`config.mk`:
```
export PLATFORM = sky130hd
export DESIGN_NAME = running_lcm_accumulator_core
export DESIGN_NICKNAME = d
export VERILOG_FILES = /design/src/sv/rla_pkg.sv /design/src/sv/rla_div.sv /design/src/sv/rla_gcd.sv /design/src/sv/rla_mul.sv /design/src/sv/running_lcm_accumulator_core.sv
export SDC_FILE = /design/constraint.sdc
export NUM_CORES = 1
export LEC_CHECK = 0
export CORE_ASPECT_RATIO = 0.8
export CORE_MARGIN = 2
export CORE_UTILIZATION = 50
export CTS_CLUSTER_SIZE = 8
export DETAILED_ROUTE_END_ITERATION = 12
export DONT_BUFFER_PORTS = 1
export SLEW_MARGIN = 20
export SYNTH_ARGS = -nofsm -noshare
export SYNTH_HDL_FRONTEND = slang
export SYNTH_HIERARCHICAL = 1
export SYNTH_SLANG_ARGS = --single-unit
export TNS_END_PERCENT = 30
```
`constraint.sdc`:
```
create_clock -name i_clk -period 6.3 [get_ports i_clk]
set_clock_uncertainty 0.05 [all_clocks]
set_input_delay 1.575 -clock i_clk [delete_from_list [all_inputs] [get_ports i_clk]]
set_output_delay 1.575 -clock i_clk [all_outputs]
set_load 0.02 [all_outputs]
```
`src/sv/rla_pkg.sv`:
```
// ============================================================================
// rla_pkg - shared definitions for the running LCM accumulator
// Field widths, datapath types, sequencer state codes and output saturation.
// ============================================================================
package rla_pkg;

    // Width of a task period and of the running LCM register.
    localparam int PERIOD_WIDTH = 16;
    localparam int LCM_WIDTH    = 32;

    // The hyperperiod port is always 32 bits wide.
    localparam int HP_WIDTH = 32;

    // Width used when comparing the running LCM against the port maximum.
    localparam int EXT_WIDTH = (LCM_WIDTH > HP_WIDTH) ? LCM_WIDTH : HP_WIDTH;

    // Divider bit counter, GCD factor-of-two counter and full product width.
    localparam int DIV_CNT_WIDTH = $clog2(LCM_WIDTH + 1);
    localparam int GCD_K_WIDTH   = $clog2(PERIOD_WIDTH + 1);
    localparam int PROD_WIDTH    = LCM_WIDTH + PERIOD_WIDTH;

    typedef logic [PERIOD_WIDTH-1:0] t_period;
    typedef logic [LCM_WIDTH-1:0]    t_lcm;
    typedef logic [HP_WIDTH-1:0]     t_hp;

    // Sequencer states, one-hot.
    typedef enum logic [5:0] {
        ST_IDLE = 6'b000001,
        ST_MOD  = 6'b000010,
        ST_GCD  = 6'b000100,
        ST_DIV  = 6'b001000,
        ST_MUL  = 6'b010000,
        ST_OUT  = 6'b100000
    } t_state;

    // Clamp the running LCM to the width of the output port.
    function automatic t_hp sat_hp(input t_lcm v);
        logic [EXT_WIDTH-1:0] ext;
        logic [EXT_WIDTH-1:0] hp_max;
        ext    = EXT_WIDTH'(v);
        hp_max = EXT_WIDTH'({HP_WIDTH{1'b1}});
        if (ext > hp_max) begin
            return '1;
        end
        return ext[HP_WIDTH-1:0];
    endfunction

endpackage

```
`src/sv/rla_div.sv`:
```
// ============================================================================
// rla_div - bit-serial restoring divider
// Divides an LCM-wide dividend by a period-wide divisor, one quotient bit
// per cycle, giving quotient and remainder.
// ============================================================================
module rla_div
    import rla_pkg::*;
(
    input  logic    i_clk,
    input  logic    i_rst_n,
    input  logic    i_start,
    input  t_lcm    i_dividend,
    input  t_period i_divisor,
    output logic    o_done,
    output t_lcm    o_quotient,
    output t_period o_remainder
);

    logic                     r_busy, n_busy;
    logic                     r_done, n_done;
    logic [DIV_CNT_WIDTH-1:0] r_cnt,  n_cnt;
    t_lcm                     r_quo,  n_quo;
    t_period                  r_rem,  n_rem;
    t_period                  r_dvs,  n_dvs;
    logic [PERIOD_WIDTH:0]    trial;
    logic [PERIOD_WIDTH:0]    diff;
    logic                     fits;

    // Bring down the next dividend bit and try to subtract the divisor.
    assign trial = {r_rem, r_quo[LCM_WIDTH-1]};
    assign diff  = trial - {1'b0, r_dvs};
    assign fits  = (trial >= {1'b0, r_dvs});

    always_comb begin
        n_busy = r_busy;
        n_done = 1'b0;
        n_cnt  = r_cnt;
        n_quo  = r_quo;
        n_rem  = r_rem;
        n_dvs  = r_dvs;
        if (i_start) begin
            n_busy = 1'b1;
            n_cnt  = DIV_CNT_WIDTH'(LCM_WIDTH);
            n_quo  = i_dividend;
            n_rem  = '0;
            n_dvs  = i_divisor;
        end else if (r_busy) begin
            n_quo = {r_quo[LCM_WIDTH-2:0], fits};
            n_rem = fits ? diff[PERIOD_WIDTH-1:0] : trial[PERIOD_WIDTH-1:0];
            n_cnt = r_cnt - 1'b1;
            if (r_cnt == DIV_CNT_WIDTH'(1)) begin
                n_busy = 1'b0;
                n_done = 1'b1;
            end
        end
    end

    always_ff @(posedge i_clk) begin
        if (!i_rst_n) begin
            r_busy <= 1'b0;
            r_done <= 1'b0;
            r_cnt  <= '0;
        end else begin
            r_busy <= n_busy;
            r_done <= n_done;
            r_cnt  <= n_cnt;
        end
    end

    always_ff @(posedge i_clk) begin
        r_quo <= n_quo;
        r_rem <= n_rem;
        r_dvs <= n_dvs;
    end

    assign o_done      = r_done;
    assign o_quotient  = r_quo;
    assign o_remainder = r_rem;

endmodule

```
`src/sv/rla_gcd.sv`:
```
// ============================================================================
// rla_gcd - binary greatest common divisor
// Shift-and-subtract GCD of two period-wide values; the first operand must
// be nonzero. One halving or one subtraction per cycle.
// ============================================================================
module rla_gcd
    import rla_pkg::*;
(
    input  logic    i_clk,
    input  logic    i_rst_n,
    input  logic    i_start,
    input  t_period i_a,
    input  t_period i_b,
    output logic    o_done,
    output t_period o_gcd
);

    logic                   r_busy, n_busy;
    logic                   r_done, n_done;
    t_period                r_a,    n_a;
    t_period                r_b,    n_b;
    logic [GCD_K_WIDTH-1:0] r_k,    n_k;
    t_period                r_g,    n_g;

    always_comb begin
        n_busy = r_busy;
        n_done = 1'b0;
        n_a    = r_a;
        n_b    = r_b;
        n_k    = r_k;
        n_g    = r_g;
        if (i_start) begin
            n_busy = 1'b1;
            n_a    = i_a;
            n_b    = i_b;
            n_k    = '0;
        end else if (r_busy) begin
            if (r_b == '0) begin
                // Restore the common factors of two removed on the way.
                n_g    = r_a << r_k;
                n_busy = 1'b0;
                n_done = 1'b1;
            end else if (!r_a[0] && !r_b[0]) begin
                n_a = r_a >> 1;
                n_b = r_b >> 1;
                n_k = r_k + 1'b1;
            end else if (!r_a[0]) begin
                n_a = r_a >> 1;
            end else if (!r_b[0]) begin
                n_b = r_b >> 1;
            end else if (r_a >= r_b) begin
                // Keep the smaller odd value and carry on with the difference.
                n_a = r_b;
                n_b = r_a - r_b;
            end else begin
                n_b = r_b - r_a;
            end
        end
    end

    always_ff @(posedge i_clk) begin
        if (!i_rst_n) begin
            r_busy <= 1'b0;
            r_done <= 1'b0;
        end else begin
            r_busy <= n_busy;
            r_done <= n_done;
        end
    end

    always_ff @(posedge i_clk) begin
        r_a <= n_a;
        r_b <= n_b;
        r_k <= n_k;
        r_g <= n_g;
    end

    assign o_done = r_done;
    assign o_gcd  = r_g;

endmodule

```
`src/sv/rla_mul.sv`:
```
// ============================================================================
// rla_mul - shift-and-add multiplier with range check
// Multiplies an LCM-wide value by a period, one multiplier bit per cycle,
// and flags a product that does not fit the LCM width.
// ============================================================================
module rla_mul
    import rla_pkg::*;
(
    input  logic    i_clk,
    input  logic    i_rst_n,
    input  logic    i_start,
    input  t_lcm    i_mcand,
    input  t_period i_mplier,
    output logic    o_done,
    output t_lcm    o_product,
    output logic    o_overflow
);

    logic                  r_busy, n_busy;
    logic                  r_done, n_done;
    logic [PROD_WIDTH-1:0] r_acc,  n_acc;
    logic [PROD_WIDTH-1:0] r_mc,   n_mc;
    t_period               r_mp,   n_mp;

    always_comb begin
        n_busy = r_busy;
        n_done = 1'b0;
        n_acc  = r_acc;
        n_mc   = r_mc;
        n_mp   = r_mp;
        if (i_start) begin
            n_busy = 1'b1;
            n_acc  = '0;
            n_mc   = PROD_WIDTH'(i_mcand);
            n_mp   = i_mplier;
        end else if (r_busy) begin
            if (r_mp[0]) begin
                n_acc = r_acc + r_mc;
            end
            n_mc = r_mc << 1;
            n_mp = r_mp >> 1;
            // Stop as soon as no multiplier bits remain.
            if (n_mp == '0) begin
                n_busy = 1'b0;
                n_done = 1'b1;
            end
        end
    end

    always_ff @(posedge i_clk) begin
        if (!i_rst_n) begin
            r_busy <= 1'b0;
            r_done <= 1'b0;
        end else begin
            r_busy <= n_busy;
            r_done <= n_done;
        end
    end

    always_ff @(posedge i_clk) begin
        r_acc <= n_acc;
        r_mc  <= n_mc;
        r_mp  <= n_mp;
    end

    assign o_done     = r_done;
    assign o_product  = r_acc[LCM_WIDTH-1:0];
    assign o_overflow = |r_acc[PROD_WIDTH-1:LCM_WIDTH];

endmodule

```
`src/sv/running_lcm_accumulator_core.sv`:
```
// ============================================================================
// running_lcm_accumulator_core - running hyperperiod of a task set
// Folds task periods into a running least common multiple, saturating with a
// sticky overflow flag when the result no longer fits.
// ============================================================================
// The input channel (i_valid, o_stall, i_period, i_first) takes one word per
// period; i_first restarts the accumulation and a zero period counts as one.
// Each input word gives exactly one output word (o_valid, i_stall,
// o_hyperperiod, o_overflow), in order. o_stall is high from acceptance until
// the result sits in the output register. The bit-serial work is a reduction
// modulo the period, a binary GCD, a division by the GCD and a multiplication
// by the period; the next word can be taken in the cycle in which o_valid
// rises. Once overflow is set, words up to the next restart skip the
// arithmetic and go from ST_IDLE through ST_OUT to the output register. While
// i_stall holds the output word, the next input word is still taken and its
// result waits. Synchronous reset sets the running LCM to one and clears
// overflow.
// ============================================================================
module running_lcm_accumulator_core
    import rla_pkg::*;
(
    input  logic    i_clk,
    input  logic    i_rst_n,
    input  logic    i_valid,
    output logic    o_stall,
    input  t_period i_period,
    input  logic    i_first,
    output logic    o_valid,
    input  logic    i_stall,
    output t_hp     o_hyperperiod,
    output logic    o_overflow
);

    t_state  r_state, n_state;
    t_lcm    r_lcm,   n_lcm;
    logic    r_ovf,   n_ovf;
    t_period r_p,     n_p;
    logic    r_out_valid, n_out_valid;
    t_hp     r_out_hp,    n_out_hp;
    logic    r_out_ovf,   n_out_ovf;

    logic    in_accept;
    t_period p_in;
    t_lcm    cur_in;
    logic    ovf_in;

    logic    div_start, div_done;
    t_lcm    div_dividend, div_quo;
    t_period div_divisor, div_rem;
    logic    gcd_start, gcd_done;
    t_period gcd_g;
    logic    mul_start, mul_done, mul_ovf;
    t_lcm    mul_prod;
    logic    out_free;

    assign o_stall   = (r_state != ST_IDLE);
    assign in_accept = i_valid && !o_stall;

    // A zero period leaves the LCM alone, so it is taken as one. A restart
    // begins from a running value of one with overflow cleared.
    assign p_in   = (i_period == '0) ? t_period'(1) : i_period;
    assign cur_in = (i_first || r_lcm == '0) ? t_lcm'(1) : r_lcm;
    assign ovf_in = i_first ? 1'b0 : r_ovf;

    // The output register can be loaded when empty or when it is being read.
    assign out_free = !r_out_valid || !i_stall;

    // The divider is shared: first it reduces the running value modulo the
    // period, later it divides the running value by the GCD.
    assign div_start    = (in_accept && !ovf_in) || (r_state == ST_GCD && gcd_done);
    assign div_dividend = (r_state == ST_IDLE) ? cur_in : r_lcm;
    assign div_divisor  = (r_state == ST_IDLE) ? p_in : gcd_g;
    assign gcd_start    = (r_state == ST_MOD) && div_done;
    assign mul_start    = (r_state == ST_DIV) && div_done;

    rla_div u_div (
        .i_clk       (i_clk),
        .i_rst_n     (i_rst_n),
        .i_start     (div_start),
        .i_dividend  (div_dividend),
        .i_divisor   (div_divisor),
        .o_done      (div_done),
        .o_quotient  (div_quo),
        .o_remainder (div_rem)
    );

    rla_gcd u_gcd (
        .i_clk   (i_clk),
        .i_rst_n (i_rst_n),
        .i_start (gcd_start),
        .i_a     (r_p),
        .i_b     (div_rem),
        .o_done  (gcd_done),
        .o_gcd   (gcd_g)
    );

    rla_mul u_mul (
        .i_clk      (i_clk),
        .i_rst_n    (i_rst_n),
        .i_start    (mul_start),
        .i_mcand    (div_quo),
        .i_mplier   (r_p),
        .o_done     (mul_done),
        .o_product  (mul_prod),
        .o_overflow (mul_ovf)
    );

    // Sequencer: reduce, GCD, divide, multiply, then hand the word over.
    always_comb begin
        n_state     = r_state;
        n_lcm       = r_lcm;
        n_ovf       = r_ovf;
        n_p         = r_p;
        n_out_valid = r_out_valid && i_stall;
        n_out_hp    = r_out_hp;
        n_out_ovf   = r_out_ovf;
        case (r_state)
            ST_IDLE: begin
                if (in_accept) begin
                    n_lcm   = cur_in;
                    n_ovf   = ovf_in;
                    n_p     = p_in;
                    // A saturated value stays put until the next restart.
                    n_state = ovf_in ? ST_OUT : ST_MOD;
                end
            end
            ST_MOD: begin
                if (div_done) begin
                    n_state = ST_GCD;
                end
            end
            ST_GCD: begin
                if (gcd_done) begin
                    n_state = ST_DIV;
                end
            end
            ST_DIV: begin
                if (div_done) begin
                    n_state = ST_MUL;
                end
            end
            ST_MUL: begin
                if (mul_done) begin
                    if (mul_ovf) begin
                        n_lcm = '1;
                        n_ovf = 1'b1;
                    end else begin
                        n_lcm = mul_prod;
                    end
                    n_state = ST_OUT;
                end
            end
            ST_OUT: begin
                if (out_free) begin
                    n_out_valid = 1'b1;
                    n_out_hp    = sat_hp(r_lcm);
                    n_out_ovf   = r_ovf;
                    n_state     = ST_IDLE;
                end
            end
            default: begin
                n_state = ST_IDLE;
            end
        endcase
    end

    always_ff @(posedge i_clk) begin
        if (!i_rst_n) begin
            r_state     <= ST_IDLE;
            r_lcm       <= t_lcm'(1);
            r_ovf       <= 1'b0;
            r_out_valid <= 1'b0;
        end else begin
            r_state     <= n_state;
            r_lcm       <= n_lcm;
            r_ovf       <= n_ovf;
            r_out_valid <= n_out_valid;
        end
    end

    always_ff @(posedge i_clk) begin
        r_p       <= n_p;
        r_out_hp  <= n_out_hp;
        r_out_ovf <= n_out_ovf;
    end

    assign o_valid       = r_out_valid;
    assign o_hyperperiod = r_out_hp;
    assign o_overflow    = r_out_ovf;

endmodule
```
# After elaboration in Yosys (flattened, before gate mapping)
# Cells that the tools add are included.
# op_classes
add_sub_neg,6
magnitude_cmp,3
n_eq_ne,18
shifts,1
n_mux,63
bitwise,6
reduce_logical,41
# ops
operator,n
two-way mux 32 bit,11
two-way mux 16 bit,19
one-hot mux 32 bit (2 select lines),1
two-way mux 6 bit,9
adder 48 bit,1
logical NOT 16 bit,3
subtractor 16 bit,3
one-hot mux 6 bit (6 select lines),1
greater-than comparator 32 bit (second input constant),1
logical NOT 32 bit,1
two-way mux 1 bit,21
greater-or-equal comparator 17 x 16 -> 1 bit,1
greater-or-equal comparator 16 bit,1
OR reduction 16 bit,1
<< shifter 16 x 5 -> 16 bit,1
equality test 6 x 1 -> 1 bit (second input constant),2
AND reduction 3 bit,4
OR reduction 3 bit,3
!= test 2 x 1 -> 1 bit (second input constant),4
!= test 2 bit (second input constant),4
!= test 4 bit (second input constant),2
AND reduction 2 bit,4
AND reduction 4 bit,2
nonzero test 2 bit,4
16 further kinds,34
# word_totals
regBits,330
inputBits,21
output_inout_bits,35
word_cells,165

# Depth between registers and ports, before layout
# Gate-level depths: netlist of run 1.
# logic_depth
word_depth,8
mapped_depth,11

# By module
# Netlist of run 1, hierarchy kept.
# by_module_without_submodules
module,n_inst,cells_per_inst,area_per_inst_um2,seq_area_each_um2
rla_mul,1,807,7298.2,2762.6
rla_gcd,1,565,4962.3,1581.5
rla_div,1,347,3923.8,1921.8
running_lcm_accumulator_core,1,380,3717.3,2272.2

# Least setup slack after synthesis of run 1
# No wires, ideal clock.
# synth_path
kind,input to register
startpoint,input port i_valid
endpoint,"register u_div.r_quo[0], in the netlist u_div/o_quotient[0], enable pin"
setup_time_ns,0.387
arrival_ns,4.490
setup_slack_ns,1.373
cell_stages,6
path_cell_list,nand2_1 o21ai_0 buf_4 clkbuf_1 nor2_1 inv_1
# synth_via
elab_chain_len,4
# synth_rtl
element,line_no,rtl
from (decl),running_lcm_accumulator_core.sv:24,"input logic i_valid,"
logical AND 1 bit,running_lcm_accumulator_core.sv:57,assign in_accept = i_valid && !o_stall;
logical AND 1 bit,running_lcm_accumulator_core.sv:70,assign div_start = (in_accept && !ovf_in) || (r_state == ST_GCD && gcd_done);
logical OR 1 bit,running_lcm_accumulator_core.sv:70,
net div_start,running_lcm_accumulator_core.sv:47,"logic div_start, div_done;"
nonzero test 2 bit (no source line),--,
to (signal assigned),rla_div.sv:71,r_quo <= n_quo;
to (decl),rla_div.sv:22,"t_lcm r_quo, n_quo;"
# The timed path passes the listed nets, and every way through them passes these cells.
# A chain may end at the register's enable or synchronous reset.

# Worst setup path after layout of run 1
# layout_path
startpoint,register u_gcd.r_a[12]
endpoint,"register u_gcd.r_a[2], enable pin"
# layout_via
elab_chain_len,3
# layout_rtl
element,line_no,rtl
from (decl),rla_gcd.sv:20,"t_period r_a, n_a;"
from (signal assigned),rla_gcd.sv:72,r_a <= n_a;
greater-or-equal comparator 16 bit,rla_gcd.sv:51,end else if (r_a >= r_b) begin
!= test 4 bit (no source line),--,
AND reduction 4 bit (no source line),--,
# No other way between the ends.

==> results of run 1 <==
==> worst max-delay path: stages (launching register included) <==
cell	delay (ps)
edfxtp_1	390
inv_1	100
ha_1	530
nand4_2	280
nor4_4	390
o311a_2	470
nor2_8	120
a21oi_1	170
o21ai_0	90
nand2b_1	650
==> sequential cells by signal, summed over array words and instances, names as in the netlist, 5 cells and up <==
register,flops
u_div/r_dvs,16
r_state,6
u_mul/r_acc,48
u_gcd/r_b,16
u_gcd/o_gcd,16
o_hyperperiod,32
u_div/o_quotient,32
u_div/o_remainder,16
u_gcd/r_a,16
r_lcm,32
u_gcd/r_k,5
u_mul/r_mc,48
u_mul/r_mp,16
r_p,16
u_div/r_cnt,6
==> synth_stat cells (all sizes together), types with 36 or more instances <==
cell type and count:
a21o 36, a21oi 167, and2 40, buf 76
clkbuf 86, dfxtp 137, edfxtp 193, ha 98
inv 81, mux2 78, mux2i 37, nand2 248
nand3 45, nor2 171, nor3 99, o21ai 87
==> path summary, 6_finish.rpt <==
kind / startpoint / to / slack [ps] / cells after the start
setup / recovery: u_gcd/r_a[12] / u_gcd/r_a[2] / 2680 / 9
setup reg to reg: u_gcd/r_a[12] / u_gcd/r_a[2] / 2680 / 9
hold reg to reg: r_ovf / o_overflow / 420 / 0
hold / removal: r_ovf / o_overflow / 420 / 0
==> power by group through the flow <==
| stage | registers, µW | logic [µW] | clock network [µW] |
|---|---|---|---|
| floorplan | 2470 | 454 | 0 |
| CTS | 2480 | 531 | 2420 |
| global route | 2500 | 595 | 2520 |
| global placement | 2530 | 516 | 0 |
| detailed placement | 2530 | 529 | 0 |
| finish | 2490 | 534 | 2390 |
==> layer usage <==
metal	track usage (%)	up-vias	wire length (µm)
met3	6.04	39	5060
li1	-	7444	-
met5	0	-	13
met2	33.7	594	20800
met1	44.3	7587	28300
met4	4.24	2	477
==> per-stage QoR <==
stage	hold WS, ps	instance area, µm²	power, µW	util, %	instances
2_1_floorplan	373	19900	2920	-	2099
3_3_place_gp	406	19800	3040	50.4	2488
3_5_place_dp	406	19800	3050	50.4	2488
4_1_cts	420	21200	5440	54.0	2572
5_1_grt	449	21200	5610	54.0	2572
6_report	422	21200	5410	54.0	2572
==> cell type report <==
class	count	area (µm²)
Clock inverter	4	95.1
Inverter	81	304
Clock buffer	80	1310
Tap cell	536	671
Multi-Input combinational cell	1524	10200
Fill cell	3609	18100
Timing Repair Buffer	17	128
Sequential cell	330	8540
==> kinds of logic after synthesis <==
group,after synthesis,synth area share (%)
AOI/OAI and AO/OA,476,16.2
xor gates and xnor gates,55,2.42
adders and majority gates,102,6.56
buffers and inverters,245,6.09
DFF,330,42.9
muxes,122,7.09
and+or+nand+nor,769,18.8
==> reports/results.txt, run 1 <==
Status -> finished, final reports clean
Syn Nets -> 2222
Post-route ant nets -> 0
Die width -> 227 µm
Synthesis-to-finish area growth -> 6.76%
Post-Synthesis Cells -> 2099
Crit path DAT -> 3760 ps
Post-placement setup slack -> 2740 ps
Reg clk slew, reported paths -> 60 ps
Cts bufs inserted -> 47
Drt total wl -> 54600 µm
Final setup viols -> 0
CTS resizes -> 0
Unique cell type count in the Yosys netlist -> 110
Ys flop type -> edfxtp_1
RePlAce Congestion -> 0.920
Vert. Die Dim -> 182 µm
Sequential fraction of the synthesis area -> 42.9%
Synth warn -> 6
Pleak -> 0.00802 µW
Internal power -> 4010 µW
Final setup margin -> 2680 ps
Logic gate share of total power -> 9.9%
# nets final -> 2124
Core area -> 0.0394 mm²
Vias -> 15700
DRT iter0 DRCs -> 1599
Min Tclk post-route -> 3620 ps
Top cell type's share of synthesized area -> 29.1%
TritonRoute pass-1 iters -> 5
Routed WL per cell -> 21.2 µm
Vias in the first global route -> 14500
Grt total ovfl -> 0
FFs w/ async S/R, synth -> 0%
Post-CTS Setup Bufs -> 0
Clock root buffer -> clkbuf_16
# port buffers -> 0
First-pass GRT wire length -> 85500 µm
TritonCTS clock tree -> built
Antenna violations before repair -> 2
Setup tns final -> 0 ps
Total Routing Usage GR -> 26.4%
Setup Crit Path Kind -> reg2reg
DP Wirelength -> 39200 µm
Htree depth -> 2
# rows -> 65
Synthesized area per cell -> 9.48 µm²
Seq cells post-synth -> 330
Commonest non-fill, non-tap cells in the layout -> nand2_1, edfxtp_1, nor2_1
CP required -> 6440 ps
Switching Share -> 25.9%
Initial Util -> 50.6%
Max-slew violation count -> 0
Sink Count -> 330
Mapped cell area -> 0.0199 mm²
Ports -> 56
Yosys top cell by area -> edfxtp_1
CP Capture Type -> register
Max Cap Viol -> 0
Ranking of synthesized cells by area -> edfxtp_1, dfxtp_1, ha_1
Power share of the clock group -> 44.1%
Final Cycle Share -> 57.5%
Part of the power in registers -> 46.0%
DRC viols -> 0
VDD IR max -> 0.198 mV
Net Sw Power -> 1400 µW
Hold-fix buffers, CTS -> 0
Via density -> 6.09
Max clock buf depth -> 3
Antenna Cells -> 0
CP Launch Type -> register
Fmax -> 276 MHz
Worst-Margin Slew -> 1120 ps
Crit Path Max Fanout -> 15
Die area -> 0.0414 mm²
Commonest non-fill, non-tap cell in the layout -> nand2_1
Unrepaired setup endpoints after global routing -> no
Power per cell area -> 255 mW/mm²
Max-slew headroom -> 25.0%
Final hold violations -> 0
Latest clock arrival within the worst-skew pair -> 580 ps
Hold Crit Class -> reg2reg
Share of layout cells above drive strength 1 -> 10.8%
EDFF count, synth -> 193
Largest net degree at the start of global routing -> 69
No activity file was read; power rests on OpenSTA's default activity.
==> run 2, diff against run 1 <==
Clock period 6.3 ns to 3.6 ns, I/O delays scaled along.
==> run 2 against run 1 <==
Register-to-register slack worse by 2400 ps. Sequential cell count unchanged. Clock power increased by 74%. Fmax is 7.8% higher. Die area is the same. Sequential power increased by 74%. First-iteration DRC count rose by 2.3%. Worst hold slack got worse by 53 ps. Count of clock-buffer cells in the layout increased by 2. Worst setup slack got worse by 2400 ps. Wire length increased by 3.2%. Global-route usage is 0.89 points higher. Critical path type unchanged. Largest cell class unchanged.
==> reports/results.txt, run 2 (synthesized netlist as in run 1, its figures left out) <==
Power per cell area -> 439 mW/mm² (was 255 mW/mm²)
# nets final -> 2156 (was 2124)
Initial Util -> 50.6% (unchanged)
Vias in the first global route -> 14900 (was 14500)
Final instance area -> 0.0215 mm² (was 0.0212 mm²)
Reg clk slew, reported paths -> 60 ps (about the same)
RePlAce Congestion -> 0.967 (was 0.920)
Post-placement setup slack -> 346 ps (was 2740 ps)
Cts bufs inserted -> 47 (unchanged)
Fmax -> 298 MHz (was 276 MHz)
Share of layout cells above drive strength 1 -> 12.1% (was 10.8%)
Biggest regs -> u_mul/r_acc: 48 flops, u_mul/r_mc: 48 flops (unchanged)
Hold Crit Class -> in2reg (was reg2reg)
Worst-Margin Slew -> 935 ps (was 1120 ps)
Sink Count -> 330 (unchanged)
Latest clock arrival within the worst-skew pair -> 580 ps (about the same)
CP required -> 3860 ps (was 6440 ps)
Clock root buffer -> clkbuf_16 (unchanged)
Via density -> 6.09 (about the same)
Largest net degree at the start of global routing -> 55 (was 69)
CP Capture Type -> register (unchanged)
Unrepaired setup endpoints after global routing -> no (unchanged)
Max clock buf depth -> 3 (unchanged)
Htree depth -> 2 (unchanged)
DRC viols -> 0 (unchanged)
Post-CTS Setup Bufs -> 0 (unchanged)
Max-slew headroom -> 37.5% (was 25.0%)
Ports -> 56 (unchanged)
Final setup margin -> 241 ps (was 2680 ps)
Status -> finished, final reports clean (unchanged)
Final setup viols -> 0 (unchanged)
Setup Crit Path Kind -> reg2reg (unchanged)
Crit path DAT -> 3620 ps (was 3760 ps)
TritonCTS clock tree -> built (unchanged)
Max-slew violation count -> 0 (unchanged)
Vias -> 15900 (was 15700)
Final Cycle Share -> 93.3% (was 57.5%)
CP Launch Type -> register (unchanged)
VDD IR max -> 0.302 mV (was 0.198 mV)
Die area -> 0.0414 mm² (unchanged)
Antenna violations before repair -> 5 (was 2)
Hold-fix buffers, CTS -> 0 (unchanged)
CTS resizes -> 0 (unchanged)
Commonest non-fill, non-tap cell in the layout -> nand2_1 (unchanged)
Setup tns final -> 0 ps (unchanged)
# rows -> 65 (unchanged)
Synthesis-to-finish area growth -> 8.12% (was 6.76%)
Commonest non-fill, non-tap cells in the layout -> nand2_1, edfxtp_1, nor2_1 (unchanged)
TritonRoute pass-1 iters -> 6 (was 5)
Total Routing Usage GR -> 27.3% (was 26.4%)
Placed cell area -> 0.0201 mm² (was 0.0198 mm²)
Post-route ant nets -> 0 (unchanged)
Grt total ovfl -> 0 (unchanged)
Final hold violations -> 0 (unchanged)
# port buffers -> 0 (unchanged)
Core area -> 0.0394 mm² (unchanged)
DP Wirelength -> 41100 µm (was 39200 µm)
DRT iter0 DRCs -> 1635 (was 1599)
Routed WL per cell -> 21.6 µm (was 21.2 µm)
Drt total wl -> 56400 µm (was 54600 µm)
Pleak -> 0.00819 µW (was 0.00802 µW)
Die width -> 227 µm (unchanged)
Crit Path Max Fanout -> 11 (was 15)
First-pass GRT wire length -> 87700 µm (was 85500 µm)
Max Cap Viol -> 0 (unchanged)
Min Tclk post-route -> 3360 ps (was 3620 ps)
Vert. Die Dim -> 182 µm (unchanged)
-- run 2: changes by cell type in the layout (fill, tap and decap cells not counted), sizes merged --
cell / delta
buf: +32
clkbuf: +2
diode: +3
-- run 2: worst max-delay path, stage by stage, from the launching register on --
cell and delay [ps]:
edfxtp_1 440, inv_1 150, ha_1 260, fa_1 400, nand3b_2 230, nand2_1 190
o311a_2 430, nor2_8 130, o32ai_1 420, mux2i_1 270, o311ai_1 120
-- run 2: routing by layer --
layer | GRT usage [%] | share of wire [%] | vias up
li1 | - | - | 7525
met1 | 43.8 | 50 | 7682
met2 | 36.3 | 39 | 628
met3 | 7.05 | 10 | 66
met4 | 5.20 | 1.2 | 0
met5 | 0 | 0 | -
-- run 2: final cells by class --
cell class | count | area, µm²
clock inverters | 4 | 81.3
fillers | 3615 | 17800
diodes | 3 | 7.51
repair buffers | 49 | 405
inverters | 81 | 304
clock buffers | 82 | 1310
flip-flops and latches | 330 | 8540
well taps | 536 | 671
multi-input cells | 1524 | 10200
-- run 2: worst paths after layout --
check	start	end	slack, ps	cells after the start
worst min-delay path	i_rst_n	r_state[0]	370	1
worst max register to register	u_gcd/r_a[0]	u_gcd/r_b[12]	240	10
worst min register to register	u_mul/r_busy	u_mul/o_done	410	2
worst max-delay path	u_gcd/r_a[0]	u_gcd/r_b[12]	240	10
-- run 2: report_power, final --
part	switching, µW	leakage [µW]	internal (µW)
clock network	1710	0.000654	2460
registers	160	0.00290	4170
logic	577	0.00464	368
-- run 2: through the flow --
step	std cells	hold slack (ps)	total power, µW	utilization, %
2_1_floorplan	2099	373	5110	-
3_3_place_gp	2520	397	5310	51.1
3_5_place_dp	2520	398	5330	51.1
4_1_cts	2606	335	9520	54.6
5_1_grt	2606	343	9820	54.6
6_report	2609	369	9450	54.7
==> run 3, diff against run 2 <==
Settings changed: SETUP_SLACK_MARGIN set to 0.5.
==> run 3 against run 2 <==
Wire length decreased by 1.1%. Final area is 2.0% higher. Global-route usage decreased by 0.71 points. Non-clock buffer count increased by 17. Sequential cell count unchanged. Sequential share of layout area decreased by 0.76 points. Utilization up 1.1 points. Die area did not move. First-iteration DRC count fell by 5.4%. Worst setup slack improved by 310 ps. Largest cell class unchanged.
==> reports/results.txt, run 3 (synthesized netlist as in run 1, its figures left out) <==
Die width -> 227 µm (unchanged)
VDD IR max -> 0.299 mV (was 0.302 mV)
Total Routing Usage GR -> 26.6% (was 27.3%)
Logic gate share of total power -> 9.8% (was 10.0%)
Vert. Die Dim -> 182 µm (unchanged)
Switching Share -> 25.5% (was 25.9%)
Final Cycle Share -> 84.7% (was 93.3%)
Drt total wl -> 55800 µm (was 56400 µm)
Max-slew headroom -> 34.2% (was 37.5%)
Slowest-stage cell, CP -> edfxtp_1 (unchanged)
Setup tns final -> 0 ps (unchanged)
Max Cap Viol -> 0 (unchanged)
Final hold violations -> 0 (unchanged)
Worst-Margin Slew -> 988 ps (was 935 ps)
First-pass GRT wire length -> 85200 µm (was 87700 µm)
Commonest non-fill, non-tap cell in the layout -> nand2_1 (unchanged)
Critical path buffer and inverter count -> 1 (unchanged)
Pleak -> 0.00828 µW (was 0.00819 µW)
Latest clock arrival within the worst-skew pair -> 570 ps (was 580 ps)
Max clock buf depth -> 3 (unchanged)
Antenna violations before repair -> 1 (was 5)
Fmax -> 328 MHz (was 298 MHz)
Biggest regs -> u_mul/r_acc: 48 flops, u_mul/r_mc: 48 flops (unchanged)
Power per cell area -> 433 mW/mm² (was 439 mW/mm²)
Share of layout cells above drive strength 1 -> 14.9% (was 12.1%)
Vias -> 15900 (about the same)
TritonRoute pass-1 iters -> 5 (was 6)
Post-route ant nets -> 0 (unchanged)
CP top delay family -> compound AO/OA/AOI/OAI gates (unchanged)
# port buffers -> 0 (unchanged)
Initial Util -> 50.6% (unchanged)
Sink Count -> 330 (unchanged)
Crit path DAT -> 3310 ps (was 3620 ps)
CP max stage delay -> 480 ps (was 440 ps)
Routed WL per cell -> 21.3 µm (was 21.6 µm)
Core area -> 0.0394 mm² (unchanged)
Die area -> 0.0414 mm² (unchanged)
Unrepaired setup endpoints after global routing -> yes (was no)
Ports -> 56 (unchanged)
Synthesis-to-finish area growth -> 10.2% (was 8.12%)
DP Wirelength -> 40500 µm (was 41100 µm)
DRT iter0 DRCs -> 1547 (was 1635)
Commonest non-fill, non-tap cells in the layout -> nand2_1, edfxtp_1, nor2_1 (unchanged)
DRC viols -> 0 (unchanged)
Multi-input gate area -> 0.0104 mm² (was 0.0102 mm²)
Max-slew violation count -> 0 (unchanged)
Net Sw Power -> 2430 µW (was 2440 µW)
# nets final -> 2173 (was 2156)
# rows -> 65 (unchanged)
Min Tclk post-route -> 3050 ps (was 3360 ps)
CP Capture Type -> register (unchanged)
TritonCTS clock tree -> built (unchanged)
CP Launch Type -> register (unchanged)
Largest net degree at the start of global routing -> 65 (was 55)
Htree depth -> 2 (unchanged)
Grt total ovfl -> 0 (unchanged)
Via density -> 6.06 (was 6.09)
Hold_ws -> 376 ps (was 369 ps)
Final instance area -> 0.0219 mm² (was 0.0215 mm²)
Part of the power in registers -> 45.6% (was 45.9%)
Clock root buffer -> clkbuf_16 (unchanged)
RePlAce Congestion -> 0.920 (was 0.967)
Cts bufs inserted -> 47 (unchanged)
FF+latch area -> 0.00854 mm² (about the same)
Status -> finished, final reports clean (unchanged)
Reg clk slew, reported paths -> 50 ps (was 60 ps)
Internal power -> 7080 µW (was 7000 µW)
Power share of the clock group -> 44.6% (was 44.1%)
CP required -> 3860 ps (about the same)
Hold Crit Class -> in2reg (unchanged)
Crit Path Max Fanout -> 4 (was 11)
Setup Crit Path Kind -> reg2reg (unchanged)
Final setup viols -> 0 (unchanged)
Crit-path cells -> inv_1 -> ha_1 -> fa_1 -> nor2b_1 -> o2111a_1 -> o31ai_1 -> o221ai_1 -> o211ai_1 -> a31o_2 -> nand3_1 (was inv_1 -> ha_1 -> fa_1 -> nand3b_2 -> nand2_1 -> o311a_2 -> nor2_8 -> o32ai_1 -> mux2i_1 -> o311ai_1)
Vias in the first global route -> 14500 (was 14900)
Placed cell area -> 0.0201 mm² (about the same)
# fillers -> 3524 (was 3615)
==> run 3: area by class of cell <==
cell class | count | area share, %
inverters | 81 | 1.40
multi-input cells | 1524 | 47.6
flip-flops and latches | 330 | 38.9
well taps | 536 | 3.06
diodes | 1 | 0.0114
clock buffers | 79 | 5.95
clock inverters | 4 | 0.485
repair buffers | 66 | 2.56
==> run 3: path summary, 6_finish.rpt <==
| path | end | depth (start not counted) | slack [ps] | start |
|---|---|---|---|---|
| setup / recovery | u_gcd/r_b[14] | 10 | 550 | u_gcd/r_b[0] |
| hold reg to reg | o_overflow | 0 | 420 | r_ovf |
| setup reg to reg | u_gcd/r_b[14] | 10 | 550 | u_gcd/r_b[0] |
| hold / removal | r_p[11] | 0 | 380 | i_period[11] |
==> run 3: power groups by stage <==
stage	Sequential, µW	Combinational (µW)	Clock (µW)
global placement	4390	914	0
global route	4350	1030	4460
CTS	4330	929	4310
detailed placement	4400	922	0
floorplan	4310	796	0
finish	4330	935	4240
==> run 3: through the flow <==
step                instances  total power, µW  util, %  setup slack, ps
floorplan                2099             5110        -              506
global placement         2515             5310     51.1              385
detailed placement       2515             5320     51.1              307
CTS                      2601             9570     54.8              462
global route             2621             9840     55.7              420
finish                   2621             9510     55.7              551
==> run 3: layer usage <==
layer	routed length (µm)	up-vias	GRT usage, %	part of all wire [%]
met1	27300	7553	42.1	49
met3	6510	80	9.47	12
met2	20900	697	33.6	37
li1	-	7549	-	-
met5	0	-	0	0
met4	1080	0	5.88	1.9
==> run 3: worst reg2reg max path, delay by kind of cell, from the launching register on <==
family / cells / cell delay [ps]
AO/OA/AOI/OAI: 5 / 1410
adder cells (fa/ha/maj): 2 / 510
buffers and inverters: 1 / 190
flip-flops: 1 / 480
AND/OR/NAND/NOR: 2 / 150
==> run 3: what timing repair did <==
action / in CTS / in global routing
pin swaps: 3 / 12
endpoints found under the hold margin: 0 / 0
endpoints found under the setup margin: 22 / 55
resized for setup: 7 / 50
gates cloned: 0 / 1
setup buffers: 3 / 18
hold buffers: 0 / 0
